File: config.mk
export PLATFORM = sky130hd
export DESIGN_NAME = qoi_image_encoder
export DESIGN_NICKNAME = d
export VERILOG_FILES = /design/src/rtl/core/qoi_enc_pkg.sv /design/src/rtl/core/qoi_image_encoder.sv /design/src/rtl/core/qoi_enc_ram.sv
export SDC_FILE = /design/constraint.sdc
export NUM_CORES = 2
export LEC_CHECK = 0
export BUFFER_PORTS_ARGS = -buffer_cell sky130_fd_sc_hd__clkbuf_2
export CAP_MARGIN = 30
export CORE_UTILIZATION = 26
export CTS_CLUSTER_SIZE = 40
export DETAILED_ROUTE_END_ITERATION = 10
export GPL_TIMING_DRIVEN = 1
export HOLD_SLACK_MARGIN = 0.03
export MAX_ROUTING_LAYER = met4
export SETUP_SLACK_MARGIN = 0.5
export SLEW_MARGIN = 0
export SYNTH_ARGS = -nofsm -noshare
export SYNTH_HDL_FRONTEND = slang
export SYNTH_HIERARCHICAL = 1
export SYNTH_SLANG_ARGS = --single-unit
File: constraint.sdc
create_clock -name clk -period 37.2 [get_ports clk]
set_input_delay 1.86 -clock clk [delete_from_list [all_inputs] [get_ports clk]]
set_output_delay 1.86 -clock clk [all_outputs]
set_load 0.03 [all_outputs]
File: src/rtl/core/qoi_enc_pkg.sv
// shared types, opcodes and the color hash for the qoi pixel encoder
// no dependencies; imported by the encoder and the checker
package qoi_enc_pkg;

  localparam int PIX_W     = 32;
  localparam int IDX_DEPTH = 64;
  localparam int IDX_AW    = $clog2(IDX_DEPTH);
  localparam int SEQ_LEN   = 14;
  localparam int SEQ_CW    = $clog2(SEQ_LEN + 1);
  localparam int OP_LEN    = 5;
  localparam int OP_CW     = $clog2(OP_LEN + 1);
  localparam int CH_W      = 3;
  localparam int ZERO_PAD  = 7;

  localparam logic [CH_W-1:0] CH_NO_ALPHA = 3'd3;
  localparam logic [CH_W-1:0] CH_RESET    = 3'd4;

  localparam logic [7:0] OP_INDEX = 8'h00;
  localparam logic [7:0] OP_DIFF  = 8'h40;
  localparam logic [7:0] OP_LUMA  = 8'h80;
  localparam logic [7:0] OP_RUN   = 8'hc0;
  localparam logic [7:0] OP_RGB   = 8'hfe;
  localparam logic [7:0] OP_RGBA  = 8'hff;
  localparam logic [7:0] END_BYTE = 8'h01;

  localparam logic [5:0] RUN_LIMIT = 6'd62;

  typedef struct packed {
    logic [7:0] red;
    logic [7:0] green;
    logic [7:0] blue;
    logic [7:0] alpha;
    logic       last_pixel;
  } pix_in_t;

  typedef struct packed {
    logic [7:0] out_byte;
    logic       last_of_item;
    logic       end_of_stream;
  } byte_out_t;

  typedef struct packed {
    logic [7:0] a;
    logic [7:0] b;
    logic [7:0] g;
    logic [7:0] r;
  } rgba_t;

  localparam rgba_t PIX_RESET = '{a: 8'hff, b: 8'h00, g: 8'h00, r: 8'h00};

  // r*3 + g*5 + b*7 + a*11 modulo 64, only the low six bits matter
  function automatic logic [IDX_AW-1:0] color_hash(input rgba_t p);
    logic [IDX_AW-1:0] r6, g6, b6, a6;
    r6 = p.r[IDX_AW-1:0];
    g6 = p.g[IDX_AW-1:0];
    b6 = p.b[IDX_AW-1:0];
    a6 = p.a[IDX_AW-1:0];
    return r6 * IDX_AW'(3) + g6 * IDX_AW'(5) + b6 * IDX_AW'(7) + a6 * IDX_AW'(11);
  endfunction

endpackage

File: src/rtl/core/qoi_image_encoder.sv
// qoi encoder: first output byte valid once a pixel passes stage 1 registers into the
// output shift register; one pixel per cycle while each pixel yields at most one byte
// and the output is not stalled, a pixel with more bytes holds the single byte output
// lane, and so the input, until its last byte is out; reset is synchronous, active low;
// index valid bits clear at once; a last pixel returns previous pixel, run count and
// index to their reset values; depends on qoi_enc_pkg and qoi_enc_ram
module qoi_image_encoder
  import qoi_enc_pkg::*;
(
  input  logic            clk,
  input  logic            rst_n,
  // pixel input channel
  input  logic            in_valid,
  output logic            in_stall,
  input  pix_in_t         in_data,
  // encoded byte channel
  output logic            out_valid,
  input  logic            out_stall,
  output byte_out_t       out_data,
  // channel count register
  input  logic            cfg_we,
  input  logic [CH_W-1:0] cfg_wdata
);

  // ---------------------------------------------------------------------------
  // configuration
  // ---------------------------------------------------------------------------
  logic [CH_W-1:0] chan_r;

  always_ff @(posedge clk) begin
    if (!rst_n) begin
      chan_r <= CH_RESET;
    end else if (cfg_we) begin
      chan_r <= cfg_wdata;
    end
  end

  // ---------------------------------------------------------------------------
  // stage 0: pixel accept, alpha substitution, hash and index read
  // ---------------------------------------------------------------------------
  logic              in_acc;
  rgba_t             in_px;
  logic [IDX_AW-1:0] in_slot;

  assign in_acc = in_valid && !in_stall;

  always_comb begin
    in_px.r = in_data.red;
    in_px.g = in_data.green;
    in_px.b = in_data.blue;
    // with three channels alpha is pinned to opaque
    in_px.a = (chan_r == CH_NO_ALPHA) ? 8'hff : in_data.alpha;
  end

  assign in_slot = color_hash(in_px);

  // ---------------------------------------------------------------------------
  // stage 1 registers
  // ---------------------------------------------------------------------------
  logic              s1_v_r;
  rgba_t             s1_px_r;
  logic [IDX_AW-1:0] s1_slot_r;
  logic              s1_last_r;

  // forwarding of the index write that lands on the same edge as our read
  logic              fwd_hit_r;
  rgba_t             fwd_px_r;

  // encoder state held next to the index memory
  rgba_t             prev_r;
  logic [5:0]        run_r;
  logic [IDX_DEPTH-1:0] vld_r;

  logic [PIX_W-1:0]  ram_q;
  logic              s1_adv;
  logic              idx_wr;

  qoi_enc_ram #(
    .WIDTH (PIX_W),
    .DEPTH (IDX_DEPTH)
  ) u_idx_ram (
    .clk   (clk),
    .we    (idx_wr),
    .waddr (s1_slot_r),
    .wdata (s1_px_r),
    .re    (in_acc),
    .raddr (in_slot),
    .rdata (ram_q)
  );

  always_ff @(posedge clk) begin
    if (!rst_n) begin
      s1_v_r    <= 1'b0;
      fwd_hit_r <= 1'b0;
    end else begin
      if (in_acc) begin
        s1_v_r    <= 1'b1;
        // the stage 1 pixel writes this slot at this very edge
        fwd_hit_r <= idx_wr && (s1_slot_r == in_slot);
      end else if (s1_adv) begin
        s1_v_r    <= 1'b0;
      end
    end
  end

  always_ff @(posedge clk) begin
    if (in_acc) begin
      s1_px_r   <= in_px;
      s1_slot_r <= in_slot;
      s1_last_r <= in_data.last_pixel;
      fwd_px_r  <= s1_px_r;
    end
  end

  // ---------------------------------------------------------------------------
  // stage 1: classify the pixel and build its byte sequence
  // ---------------------------------------------------------------------------
  rgba_t      idx_word;
  logic       same_px;
  logic       idx_hit;
  logic [5:0] run_inc;
  logic       run_full;
  logic [7:0] vr, vg, vb, vgr, vgb;
  logic [7:0] dr2, dg2, db2, lg, lr, lb;
  logic       is_diff, is_luma;

  logic       pre_v;
  logic [7:0] pre_byte;
  logic [7:0] op_b [OP_LEN];
  logic [OP_CW-1:0] op_cnt;
  logic       trun_v;
  logic [7:0] trun_byte;
  logic [SEQ_CW-1:0] seq_cnt;
  logic [7:0] seq [SEQ_LEN];

  // an entry never written reads as all zeros
  assign idx_word = !vld_r[s1_slot_r] ? rgba_t'('0) :
                    fwd_hit_r ? fwd_px_r : rgba_t'(ram_q);
  assign same_px  = (s1_px_r == prev_r);
  assign idx_hit  = (idx_word == s1_px_r);
  assign run_inc  = run_r + 6'd1;
  assign run_full = (run_inc == RUN_LIMIT);

  // channel deltas wrap to eight bits
  assign vr  = s1_px_r.r - prev_r.r;
  assign vg  = s1_px_r.g - prev_r.g;
  assign vb  = s1_px_r.b - prev_r.b;
  assign vgr = vr - vg;
  assign vgb = vb - vg;

  // biased deltas, range checks become unsigned compares
  assign dr2 = vr + 8'd2;
  assign dg2 = vg + 8'd2;
  assign db2 = vb + 8'd2;
  assign lg  = vg + 8'd32;
  assign lr  = vgr + 8'd8;
  assign lb  = vgb + 8'd8;

  assign is_diff = (dr2 < 8'd4) && (dg2 < 8'd4) && (db2 < 8'd4);
  assign is_luma = (lg < 8'd64) && (lr < 8'd16) && (lb < 8'd16);

  assign idx_wr = s1_adv && !same_px && !idx_hit;

  always_comb begin
    for (int j = 0; j < OP_LEN; j++) begin
      op_b[j] = 8'h00;
    end
    op_cnt = '0;
    if (!same_px) begin
      priority if (idx_hit) begin
        op_b[0] = OP_INDEX | {2'b00, s1_slot_r};
        op_cnt  = OP_CW'(1);
      end else if (prev_r.a != s1_px_r.a) begin
        op_b[0] = OP_RGBA;
        op_b[1] = s1_px_r.r;
        op_b[2] = s1_px_r.g;
        op_b[3] = s1_px_r.b;
        op_b[4] = s1_px_r.a;
        op_cnt  = OP_CW'(5);
      end else if (is_diff) begin
        op_b[0] = OP_DIFF | {2'b00, dr2[1:0], dg2[1:0], db2[1:0]};
        op_cnt  = OP_CW'(1);
      end else if (is_luma) begin
        op_b[0] = OP_LUMA | {2'b00, lg[5:0]};
        op_b[1] = {lr[3:0], lb[3:0]};
        op_cnt  = OP_CW'(2);
      end else begin
        op_b[0] = OP_RGB;
        op_b[1] = s1_px_r.r;
        op_b[2] = s1_px_r.g;
        op_b[3] = s1_px_r.b;
        op_cnt  = OP_CW'(4);
      end
    end
  end

  // run byte ahead of the op: a full run, or a pending run broken by a new color
  always_comb begin
    pre_v    = 1'b0;
    pre_byte = OP_RUN | {2'b00, run_r - 6'd1};
    if (same_px) begin
      pre_v    = run_full;
      pre_byte = OP_RUN | {2'b00, run_r};
    end else if (run_r != 6'd0) begin
      pre_v    = 1'b1;
    end
  end

  // pending run flushed in front of the end marker
  assign trun_v    = s1_last_r && same_px && !run_full;
  assign trun_byte = OP_RUN | {2'b00, run_r};

  assign seq_cnt = SEQ_CW'(pre_v) + SEQ_CW'(op_cnt) +
                   (s1_last_r ? SEQ_CW'(ZERO_PAD + 1) + SEQ_CW'(trun_v) : SEQ_CW'(0));

  // lay run prefix, op bytes, trailing run byte, zero padding and end marker out in one flat byte row
  always_comb begin : compose_seq
    logic [SEQ_CW-1:0] rel;
    logic [SEQ_CW-1:0] rel2;
    logic [SEQ_CW-1:0] pad;
    for (int k = 0; k < SEQ_LEN; k++) begin
      rel  = SEQ_CW'(k) - SEQ_CW'(pre_v);
      rel2 = rel - SEQ_CW'(op_cnt);
      pad  = rel2 - SEQ_CW'(trun_v);
      if (pre_v && (k == 0)) begin
        seq[k] = pre_byte;
      end else if (rel < SEQ_CW'(op_cnt)) begin
        seq[k] = op_b[rel[OP_CW-1:0]];
      end else if (trun_v && (rel2 == '0)) begin
        seq[k] = trun_byte;
      end else if (pad == SEQ_CW'(ZERO_PAD)) begin
        seq[k] = END_BYTE;
      end else begin
        seq[k] = 8'h00;
      end
    end
  end

  // ---------------------------------------------------------------------------
  // output shift register, one byte per transaction
  // ---------------------------------------------------------------------------
  logic [7:0]        ser_r [SEQ_LEN];
  logic [SEQ_CW-1:0] ser_cnt_r;
  logic              ser_last_r;
  logic              out_pop;
  logic              ser_free;
  logic              s1_emits;

  assign out_valid = (ser_cnt_r != '0);
  assign out_pop   = out_valid && !out_stall;
  assign ser_free  = (ser_cnt_r == '0) || ((ser_cnt_r == SEQ_CW'(1)) && !out_stall);
  assign s1_emits  = (seq_cnt != '0);

  // a silent pixel moves on regardless of the output side
  assign s1_adv   = s1_v_r && (!s1_emits || ser_free);
  assign in_stall = s1_v_r && !s1_adv;

  assign out_data.out_byte      = ser_r[0];
  assign out_data.last_of_item  = (ser_cnt_r == SEQ_CW'(1));
  assign out_data.end_of_stream = ser_last_r && (ser_cnt_r == SEQ_CW'(1));

  always_ff @(posedge clk) begin
    if (!rst_n) begin
      ser_cnt_r <= '0;
    end else if (s1_adv && s1_emits) begin
      ser_cnt_r <= seq_cnt;
    end else if (out_pop) begin
      ser_cnt_r <= ser_cnt_r - SEQ_CW'(1);
    end
  end

  always_ff @(posedge clk) begin
    if (s1_adv && s1_emits) begin
      ser_r      <= seq;
      ser_last_r <= s1_last_r;
    end else if (out_pop) begin
      for (int k = 0; k < SEQ_LEN - 1; k++) begin
        ser_r[k] <= ser_r[k + 1];
      end
      ser_r[SEQ_LEN - 1] <= 8'h00;
    end
  end

  // ---------------------------------------------------------------------------
  // encoder state update
  // ---------------------------------------------------------------------------
  always_ff @(posedge clk) begin
    if (!rst_n) begin
      prev_r <= PIX_RESET;
      run_r  <= '0;
      vld_r  <= '0;
    end else if (s1_adv) begin
      if (s1_last_r) begin
        // end of image: back to the reset state, index reads as zeros again
        prev_r <= PIX_RESET;
        run_r  <= '0;
        vld_r  <= '0;
      end else begin
        prev_r <= s1_px_r;
        run_r  <= (same_px && !run_full) ? run_inc : 6'd0;
        if (idx_wr) begin
          vld_r[s1_slot_r] <= 1'b1;
        end
      end
    end
  end

endmodule

File: src/rtl/core/qoi_enc_ram.sv
// generic simple dual-port ram, one write port and one registered read port
// no dependencies
module qoi_enc_ram #(
  parameter int WIDTH = 32,
  parameter int DEPTH = 64
) (
  input  logic                     clk,
  input  logic                     we,
  input  logic [$clog2(DEPTH)-1:0] waddr,
  input  logic [WIDTH-1:0]         wdata,
  input  logic                     re,
  input  logic [$clog2(DEPTH)-1:0] raddr,
  output logic [WIDTH-1:0]         rdata
);

  logic [WIDTH-1:0] mem [DEPTH];

  always_ff @(posedge clk) begin
    if (we) begin
      mem[waddr] <= wdata;
    end
    if (re) begin
      rdata <= mem[raddr];
    end
  end

endmodule

## After elaboration in Yosys (flattened, before gate mapping)

Memory sizes are Yosys's and may differ from the RTL's. A register that Yosys moved wholly into a read port is not among the register bits.
Index checks and enable logic that the tools add are counted.

- $add $sub $neg: 62
- Multiply operators: 4
- $lt $le $gt $ge: 36
- Equality and inequality tests: 21
- Mux-type cells: 123
- Bitwise gates (word level): 15
- Reductions and logical operators: 63

Operators by type and width:

| operator | count |
|---|---|
| 8-bit two-way mux | 60 |
| 8-bit binary-select mux with 3-bit select | 14 |
| 112-bit two-way mux | 2 |
| 32-bit two-way mux | 5 |
| 64-bit two-way mux | 2 |
| 32-bit equality test | 2 |
| 64-bit OR | 1 |
| 4-bit logical NOT | 15 |
| 4-bit by 3-bit equality test with 1-bit output, second input constant | 14 |
| 4-bit greater-or-equal comparator, second input constant | 14 |
| 4-bit by 3-bit < comparator with 1-bit output | 14 |
| 3-bit inverter with 4-bit output | 14 |
| 4-bit by 1-bit subtractor with 4-bit output | 14 |
| 4-bit by 3-bit subtractor with 4-bit output | 14 |
| 40-bit two-way mux | 1 |
| 8-bit subtractor | 5 |
| 1-bit logical AND | 32 |
| 8-bit by 2-bit adder with 8-bit output, second input constant | 3 |
| 8-bit by 3-bit < comparator with 1-bit output, second input constant | 3 |
| 24-bit two-way mux | 1 |
| 6-bit two-way mux | 4 |
| 1-bit two-way mux | 22 |
| 6-bit adder | 3 |
| 8-bit by 4-bit adder with 8-bit output, second input constant | 2 |
| other kinds (36) | 63 |

- Bits in registers: 295
- Memory bits (writable): 2,048
- Input port bits: 41
- Output and inout bits: 12
- Logic and storage cells: 361
- Memories kept: 1

Memory list:

| name | words | width | rd ports | clocked after Yosys merged registers in | wr ports | RTL line | source |
|---|---|---|---|---|---|---|---|
| u_idx_ram.mem | 64 | 32 | 1 | 1 | 1 | qoi_enc_ram.sv:16 | `logic [WIDTH-1:0] mem [DEPTH];` |

## Logic depth before layout (Yosys ltp)

- Depth after elaboration: 22
- Mapped depth: 30
- Depth with buffers taken out: 29

## Modules after synthesis

The synthesis kept the hierarchy.

By module, submodules not included:

| module | instances | cells an instance | area an instance (µm²) | sequential area each (µm²) |
|---|---|---|---|---|
| qoi_enc_ram | 1 | 3,572 | 79,208.5 | 62,459.9 |
| qoi_image_encoder | 1 | 1,877 | 18,695.4 | 7,597.3 |

## Worst setup path after synthesis

No wires, ideal clock.

- Kind: flip-flop to flip-flop
- Start: register s1_px_r[0] (netlist name)
- End: register fwd_hit_r
- Library setup time: 134 ps
- Arrival: 12,253 ps
- Data required time: 37,066 ps
- Path slack: 24,814 ps
- Cell stages (with the launch flop): 24
- Buffers on the path: 1
- Period minus slack after synthesis: 12,386 ps
- Cell sequence: edfxtp_1 > clkinv_1 > ha_1 > inv_1 > fa_1 > ha_1 > ha_1 > fa_1 > a21o_1 > a21oi_1 > o21bai_1 > a21oi_1 > xnor2_1 > o32ai_1 > and2_1 > clkbuf_1 > nand3_1 > inv_1 > ha_1 > nor4_1 > nand2b_1 > a31oi_1 > nor2_1 > a41o_1

- Word-level cells in the longest chain between the ends: 21
- Elaborated cells between the ends (all ways): 37
- Those cells by class: add/sub: 7; order compare: 2; eq/ne: 2; mux: 7; reduce/logical: 19

Ends and longest elaborated chain:

| element | RTL line | source |
|---|---|---|
| start, declared | qoi_image_encoder.sv:61 | `rgba_t s1_px_r;` |
| start signal, assigned | qoi_image_encoder.sv:108 | `s1_px_r <= in_px;` |
| 8-bit subtractor | qoi_image_encoder.sv:145 | `assign vr = s1_px_r.r - prev_r.r;` |
| 8-bit subtractor | qoi_image_encoder.sv:148 | `assign vgr = vr - vg;` |
| 8-bit by 4-bit adder with 8-bit output | qoi_image_encoder.sv:156 | `assign lr = vgr + 8'd8;` |
| 8-bit by 5-bit < comparator with 1-bit output | qoi_image_encoder.sv:160 | `assign is_luma = (lg < 8'd64) && (lr < 8'd16) && (lb < 8'd16);` |
| 1-bit logical AND (2 in a row) | qoi_image_encoder.sv:160 |  |
| 3-bit two-way mux | qoi_image_encoder.sv:183 | `end else if (is_luma) begin` |
| 3-bit two-way mux | qoi_image_encoder.sv:180 | `end else if (is_diff) begin` |
| 3-bit two-way mux | qoi_image_encoder.sv:173 | `end else if (prev_r.a != s1_px_r.a) begin` |
| [5 not listed] | - |  |
| 1-bit logical NOT * | qoi_image_encoder.sv:255 | `assign s1_adv = s1_v_r && (!s1_emits \|\| ser_free);` |
| 1-bit logical OR * | qoi_image_encoder.sv:255 |  |
| 1-bit logical AND * | qoi_image_encoder.sv:255 |  |
| 1-bit logical NOT * | qoi_image_encoder.sv:256 | `assign in_stall = s1_v_r && !s1_adv;` |
| 1-bit logical AND * | qoi_image_encoder.sv:256 |  |
| 1-bit logical NOT * | qoi_image_encoder.sv:45 | `assign in_acc = in_valid && !in_stall;` |
| 1-bit logical AND * | qoi_image_encoder.sv:45 |  |
| net in_acc | qoi_image_encoder.sv:41 | `logic in_acc;` |
| end signal, assigned | qoi_image_encoder.sv:99 | `fwd_hit_r <= idx_wr && (s1_slot_r == in_slot);` |
| end, declared | qoi_image_encoder.sv:66 | `logic fwd_hit_r;` |

The timed path passes the listed nets; every way through them passes the cells marked *.
A chain may end at the register's enable or synchronous reset.

## Final worst setup path

- Start: register s1_px_r[9] (netlist name)
- End: output port in_stall

- Word-level cells in the longest chain between the ends: 19
- Elaborated cells between the ends (all ways): 35
- Those cells by class: add/sub: 10; order compare: 4; eq/ne: 2; mux: 7; reduce/logical: 12

Ends and longest elaborated chain:

| element | RTL line | source |
|---|---|---|
| 8-bit subtractor | qoi_image_encoder.sv:146 | `assign vg = s1_px_r.g - prev_r.g;` |
| 8-bit subtractor | qoi_image_encoder.sv:148 |  |
| 8-bit by 4-bit adder with 8-bit output | qoi_image_encoder.sv:156 |  |
| 8-bit by 5-bit < comparator with 1-bit output | qoi_image_encoder.sv:160 |  |
| 1-bit logical AND (2 in a row) | qoi_image_encoder.sv:160 |  |
| 3-bit two-way mux | qoi_image_encoder.sv:183 |  |
| 3-bit two-way mux | qoi_image_encoder.sv:180 |  |
| 3-bit two-way mux | qoi_image_encoder.sv:173 |  |
| [2 not listed] | - |  |
| 1-bit by 3-bit adder with 4-bit output | qoi_image_encoder.sv:213 | `assign seq_cnt = SEQ_CW'(pre_v) + SEQ_CW'(op_cnt) +` |
| 4-bit adder * | qoi_image_encoder.sv:213 |  |
| 4-bit nonzero test * | qoi_image_encoder.sv:252 | `assign s1_emits = (seq_cnt != '0);` |
| 1-bit logical NOT * | qoi_image_encoder.sv:255 |  |
| 1-bit logical OR * | qoi_image_encoder.sv:255 |  |
| 1-bit logical AND * | qoi_image_encoder.sv:255 |  |
| 1-bit logical NOT * | qoi_image_encoder.sv:256 |  |
| 1-bit logical AND * | qoi_image_encoder.sv:256 |  |
| end, declared | qoi_image_encoder.sv:14 | `output logic in_stall,` |

Mark *: on every way between the ends. The rest lies on a longest branch, timed or not.

==> impl_metrics.csv <==
group,metric,value,unit
yosys,synthFlopType,"edfxtp_1",
setup_path,cp_slowest_stage_delay,0.67,ns
yosys,yosysSeqAreaShare,71.6,%
timing,period_minus_slack,9.64,ns
yosys,yosys-top-cells-count,"edfxtp_1, mux4_2, nand2_1",
yosys,synth-seq-cells,2370,
setup_path,crit_slowest_cell,"buf_4",
setup_path,r2r_cells,25,
final_layout,final_area,113000,µm²
die,io_pins,53,
setup_path,start_kind,"register",
run,max_cap_viol_count,0,
yosys,synth_area_leader_cell,"edfxtp_1",
timing,fmax,104,MHz
global_routing,grt_pass1_vias,52899,
clocking,cts.path.max_buffers,3,
die,fp.coreArea,374000,µm²
die,die_area,379000,µm²
placed_design,place_hpwl,172000,µm
route,drtIter0Drc,7127,
placed_design,placed_cells,10357,
final_layout,multi_input_area,26300,µm²
run_status,status,"finished clean",
timing,finalHoldViolations,0,
final_layout,area_delta_synth_final,15.8,%
global_routing,overflow,0,
setup_path,path_class,"reg2out",
route,wl_per_cell,25.6,µm
yosys,synthesis.area,97900,µm²
timing,slew_violations,0,
route,dr.pass1.iters,8,
final_layout,final_cells,10804,
die,die_x,616,µm
timing,setup_viol,0,
global_routing,grt_max_degree,101,
yosys,ys_warn_count,6,
setup_path,cp_max_fo,69,
clocking,cts_tree,"built",
setup_path,r2r-start,"s1_px_r[9]$_DFFE_PP_",
timing,slew_headroom,25.9,%
timing,grt_setup_unrepaired,"no",
min_path,hold-path-endpoint,"prev_r[8]$_SDFFE_PN0N_",
setup_path,critical_path_required,35.34,ns
yosys,synth_top_area_share,69.3,%
clocking,clock_sinks,2370,
yosys,postSynthAreaPerCell,18.0,µm²
placed_design,gp_congestion,0.890,
final_layout,drive_gt1_share,20.7,%
clocking,cts_resized,0,
timing,setup_tns,0,ns
yosys,synth.distinct_cells,92,
final_layout,regArea,70100,µm²
clocking,ctsRootBufferMaster,"clkbuf_16",
yosys,syn_inst,5449,
setup_path,cp.arrival,7.78,ns
placed_design,placedInstanceArea,106000,µm²
global_routing,antenna_found_initial,27,
route,via_count,54333,
setup_path,path_buf_inv,5,
timing,fin_skew,0.0860,ns
clocking,hold_buffers,0,
timing,period_share,25.9,%
timing,tightest_slew,1.10,ns
setup_path,critPathTopFamily,"buffers and inverters",
clocking,insertion_delay,0.89,ns
global_routing,grt_pass1_wl,393000,µm
yosys,synth.most_common_cell,"edfxtp_1",
clocking,cts_buffers,231,
route,viasPerCell,5.03,
global_routing,grt_usage,14.6,%
placed_design,port_buffers,52,
yosys,async_reset_ff_share,0,%
yosys,synth-edff-count,2259,
route,wirelength,277000,µm
final_layout,fillers,36082,
setup_path,r2r_slack,27.70,ns
setup_path,path_cells,"buf_4, inv_1, fa_1, nor2b_1, o22ai_1, xnor2_1, inv_1, ha_1, ha_1, a21oi_1, o21bai_1, a21oi_1, xnor2_1, o32ai_1, and2_1, nand3_1, inv_1, ha_1, nor3_1, a21oi_1, clkbuf_2",
setup_path,r2r-end,"u_idx_ram/mem[45][15]$_DFFE_PP_",
die,rows,224,
route,ant_nets,0,
clocking,ctsHtreeMaxLevel,4,
route,drc,0,
min_path,hold_start,"prev_r[8]$_SDFFE_PN0N_",
final_layout,nets,5788,
min_path,hold_depth,2,
setup_path,endpoint_kind,"output pin",
min_path,hold_path.class,"reg2reg",
die,die_height,616,µm
die,start_util,26.2,%
yosys,synthTopCellsByArea,"edfxtp_1, mux4_2, dfxtp_1",
clocking,postCtsSetupRepairBufs,0,
clocking,path_clk_slew,0.06,ns
stage by stage:
stage          worst slack, ns  util, %  hold WS, ns
2_1_floorplan            24.81        -        0.424
3_3_place_gp             27.91     28.0        0.462
3_5_place_dp             27.86     28.3        0.465
4_1_cts                  27.52     30.3        0.481
5_1_grt                  26.99     30.3        0.492
6_report                 27.56     30.3        0.478
registers in the layout, indices dropped and copies added, names as in the netlist, 8 cells and up:
| signal | cells |
|---|---|
| prev_r | 32 |
| vld_r | 64 |
| u_idx_ram/mem | 2048 |
| ser_r | 99 |
| out_data | 8 |
| u_idx_ram/rdata | 32 |
| s1_px_r | 32 |
| fwd_px_r | 32 |
kinds of logic (layout without fill, tap and decap cells):
| logic type | Yosys count | after routing | synth area share, % |
|---|---|---|---|
| AOI/OAI and AO/OA | 736 | 736 | 5.44 |
| adders and majority gates | 126 | 126 | 1.86 |
| and+or+nand+nor | 960 | 960 | 5.03 |
| muxes | 705 | 705 | 13.0 |
| buffers and inverters | 457 | 828 | 2.25 |
| other | 1 | 13 | 0.00383 |
| xor gates and xnor gates | 94 | 94 | 0.898 |
| DFF | 2370 | 2370 | 71.6 |
cells in the final DEF, fill, tap and decap left out, types with 18 or more instances in the layout:
cell type / synthesis / routed
edfxtp_1: 2259 / 2259
mux4_2: 446 / 446
nand2_1: 257 / 257
clkbuf_16: 0 / 232
mux2i_1: 217 / 217
nor2_1: 208 / 149
buf_4: 35 / 142
nand3_1: 134 / 134
inv_1: 133 / 132
dfxtp_1: 111 / 110
o21ai_0: 101 / 101
a22oi_1: 91 / 91
ha_1: 94 / 91
o22ai_1: 83 / 83
a22o_1: 81 / 81
a21oi_1: 70 / 70
nand4_1: 58 / 58
nor2_4: 0 / 57
clkbuf_1: 163 / 54
clkbuf_2: 4 / 53
clkinv_1: 1 / 49
o221ai_1: 48 / 48
a31oi_1: 48 / 47
clkinv_2: 0 / 46
xnor2_1: 46 / 45
nor2b_1: 48 / 43
xor2_1: 44 / 43
mux2_2: 42 / 42
a211oi_1: 37 / 37
buf_12: 2 / 35
nor3_1: 41 / 32
nand2b_1: 34 / 32
fa_1: 32 / 31
and2_1: 31 / 30
and3_1: 29 / 29
bufinv_16: 0 / 23
a21o_1: 21 / 21
buf_16: 0 / 20
nor3b_1: 18 / 18
worst max-delay path by stage:
stage	startpoint	endpoint	slack [ns]	cells past startpoint
4_1_cts	s1_px_r[9]$_DFFE_PP_	in_stall	27.52	21
6_report	s1_px_r[9]$_DFFE_PP_	in_stall	27.56	21
3_5_place_dp	s1_px_r[9]$_DFFE_PP_	u_idx_ram/mem[45][7]$_DFFE_PP_	27.86	25
5_1_grt	s1_px_r[9]$_DFFE_PP_	in_stall	26.99	21
3_3_place_gp	s1_px_r[9]$_DFFE_PP_	u_idx_ram/mem[21][22]$_DFFE_PP_	27.91	25
2_1_floorplan	s1_px_r[0]$_DFFE_PP_	fwd_hit_r$_SDFFE_PN0P_	24.81	23
worst min-delay path: stages (launching register included):
cell and delay (ns):
dfxtp_1 0.31, nand3_1 0.06, o31ai_1 0.06
routing by layer:
layer,global-route usage (%),part of all wire (%),vias to the layer above
li1,-,-,22449
met1,20.0,42,28843
met2,22.1,46,2637
met3,2.67,8.6,404
met4,4.05,2.9,0
met5,-,0,-
area by class of cell:
| type | count | area share (%) |
|---|---|---|
| antenna | 7 | 0.0155 |
| inverter | 135 | 0.447 |
| multi-input combinational | 2627 | 23.2 |
| tap | 4972 | 5.49 |
| sequential | 2370 | 61.8 |
| clock buffer | 288 | 5.32 |
| timing repair buffer | 256 | 2.32 |
| clock inverter | 149 | 1.42 |
Power is left out: the tool's default activity adds up to more than one toggle a clock period on the data nets, which glitch-free logic cannot reach.
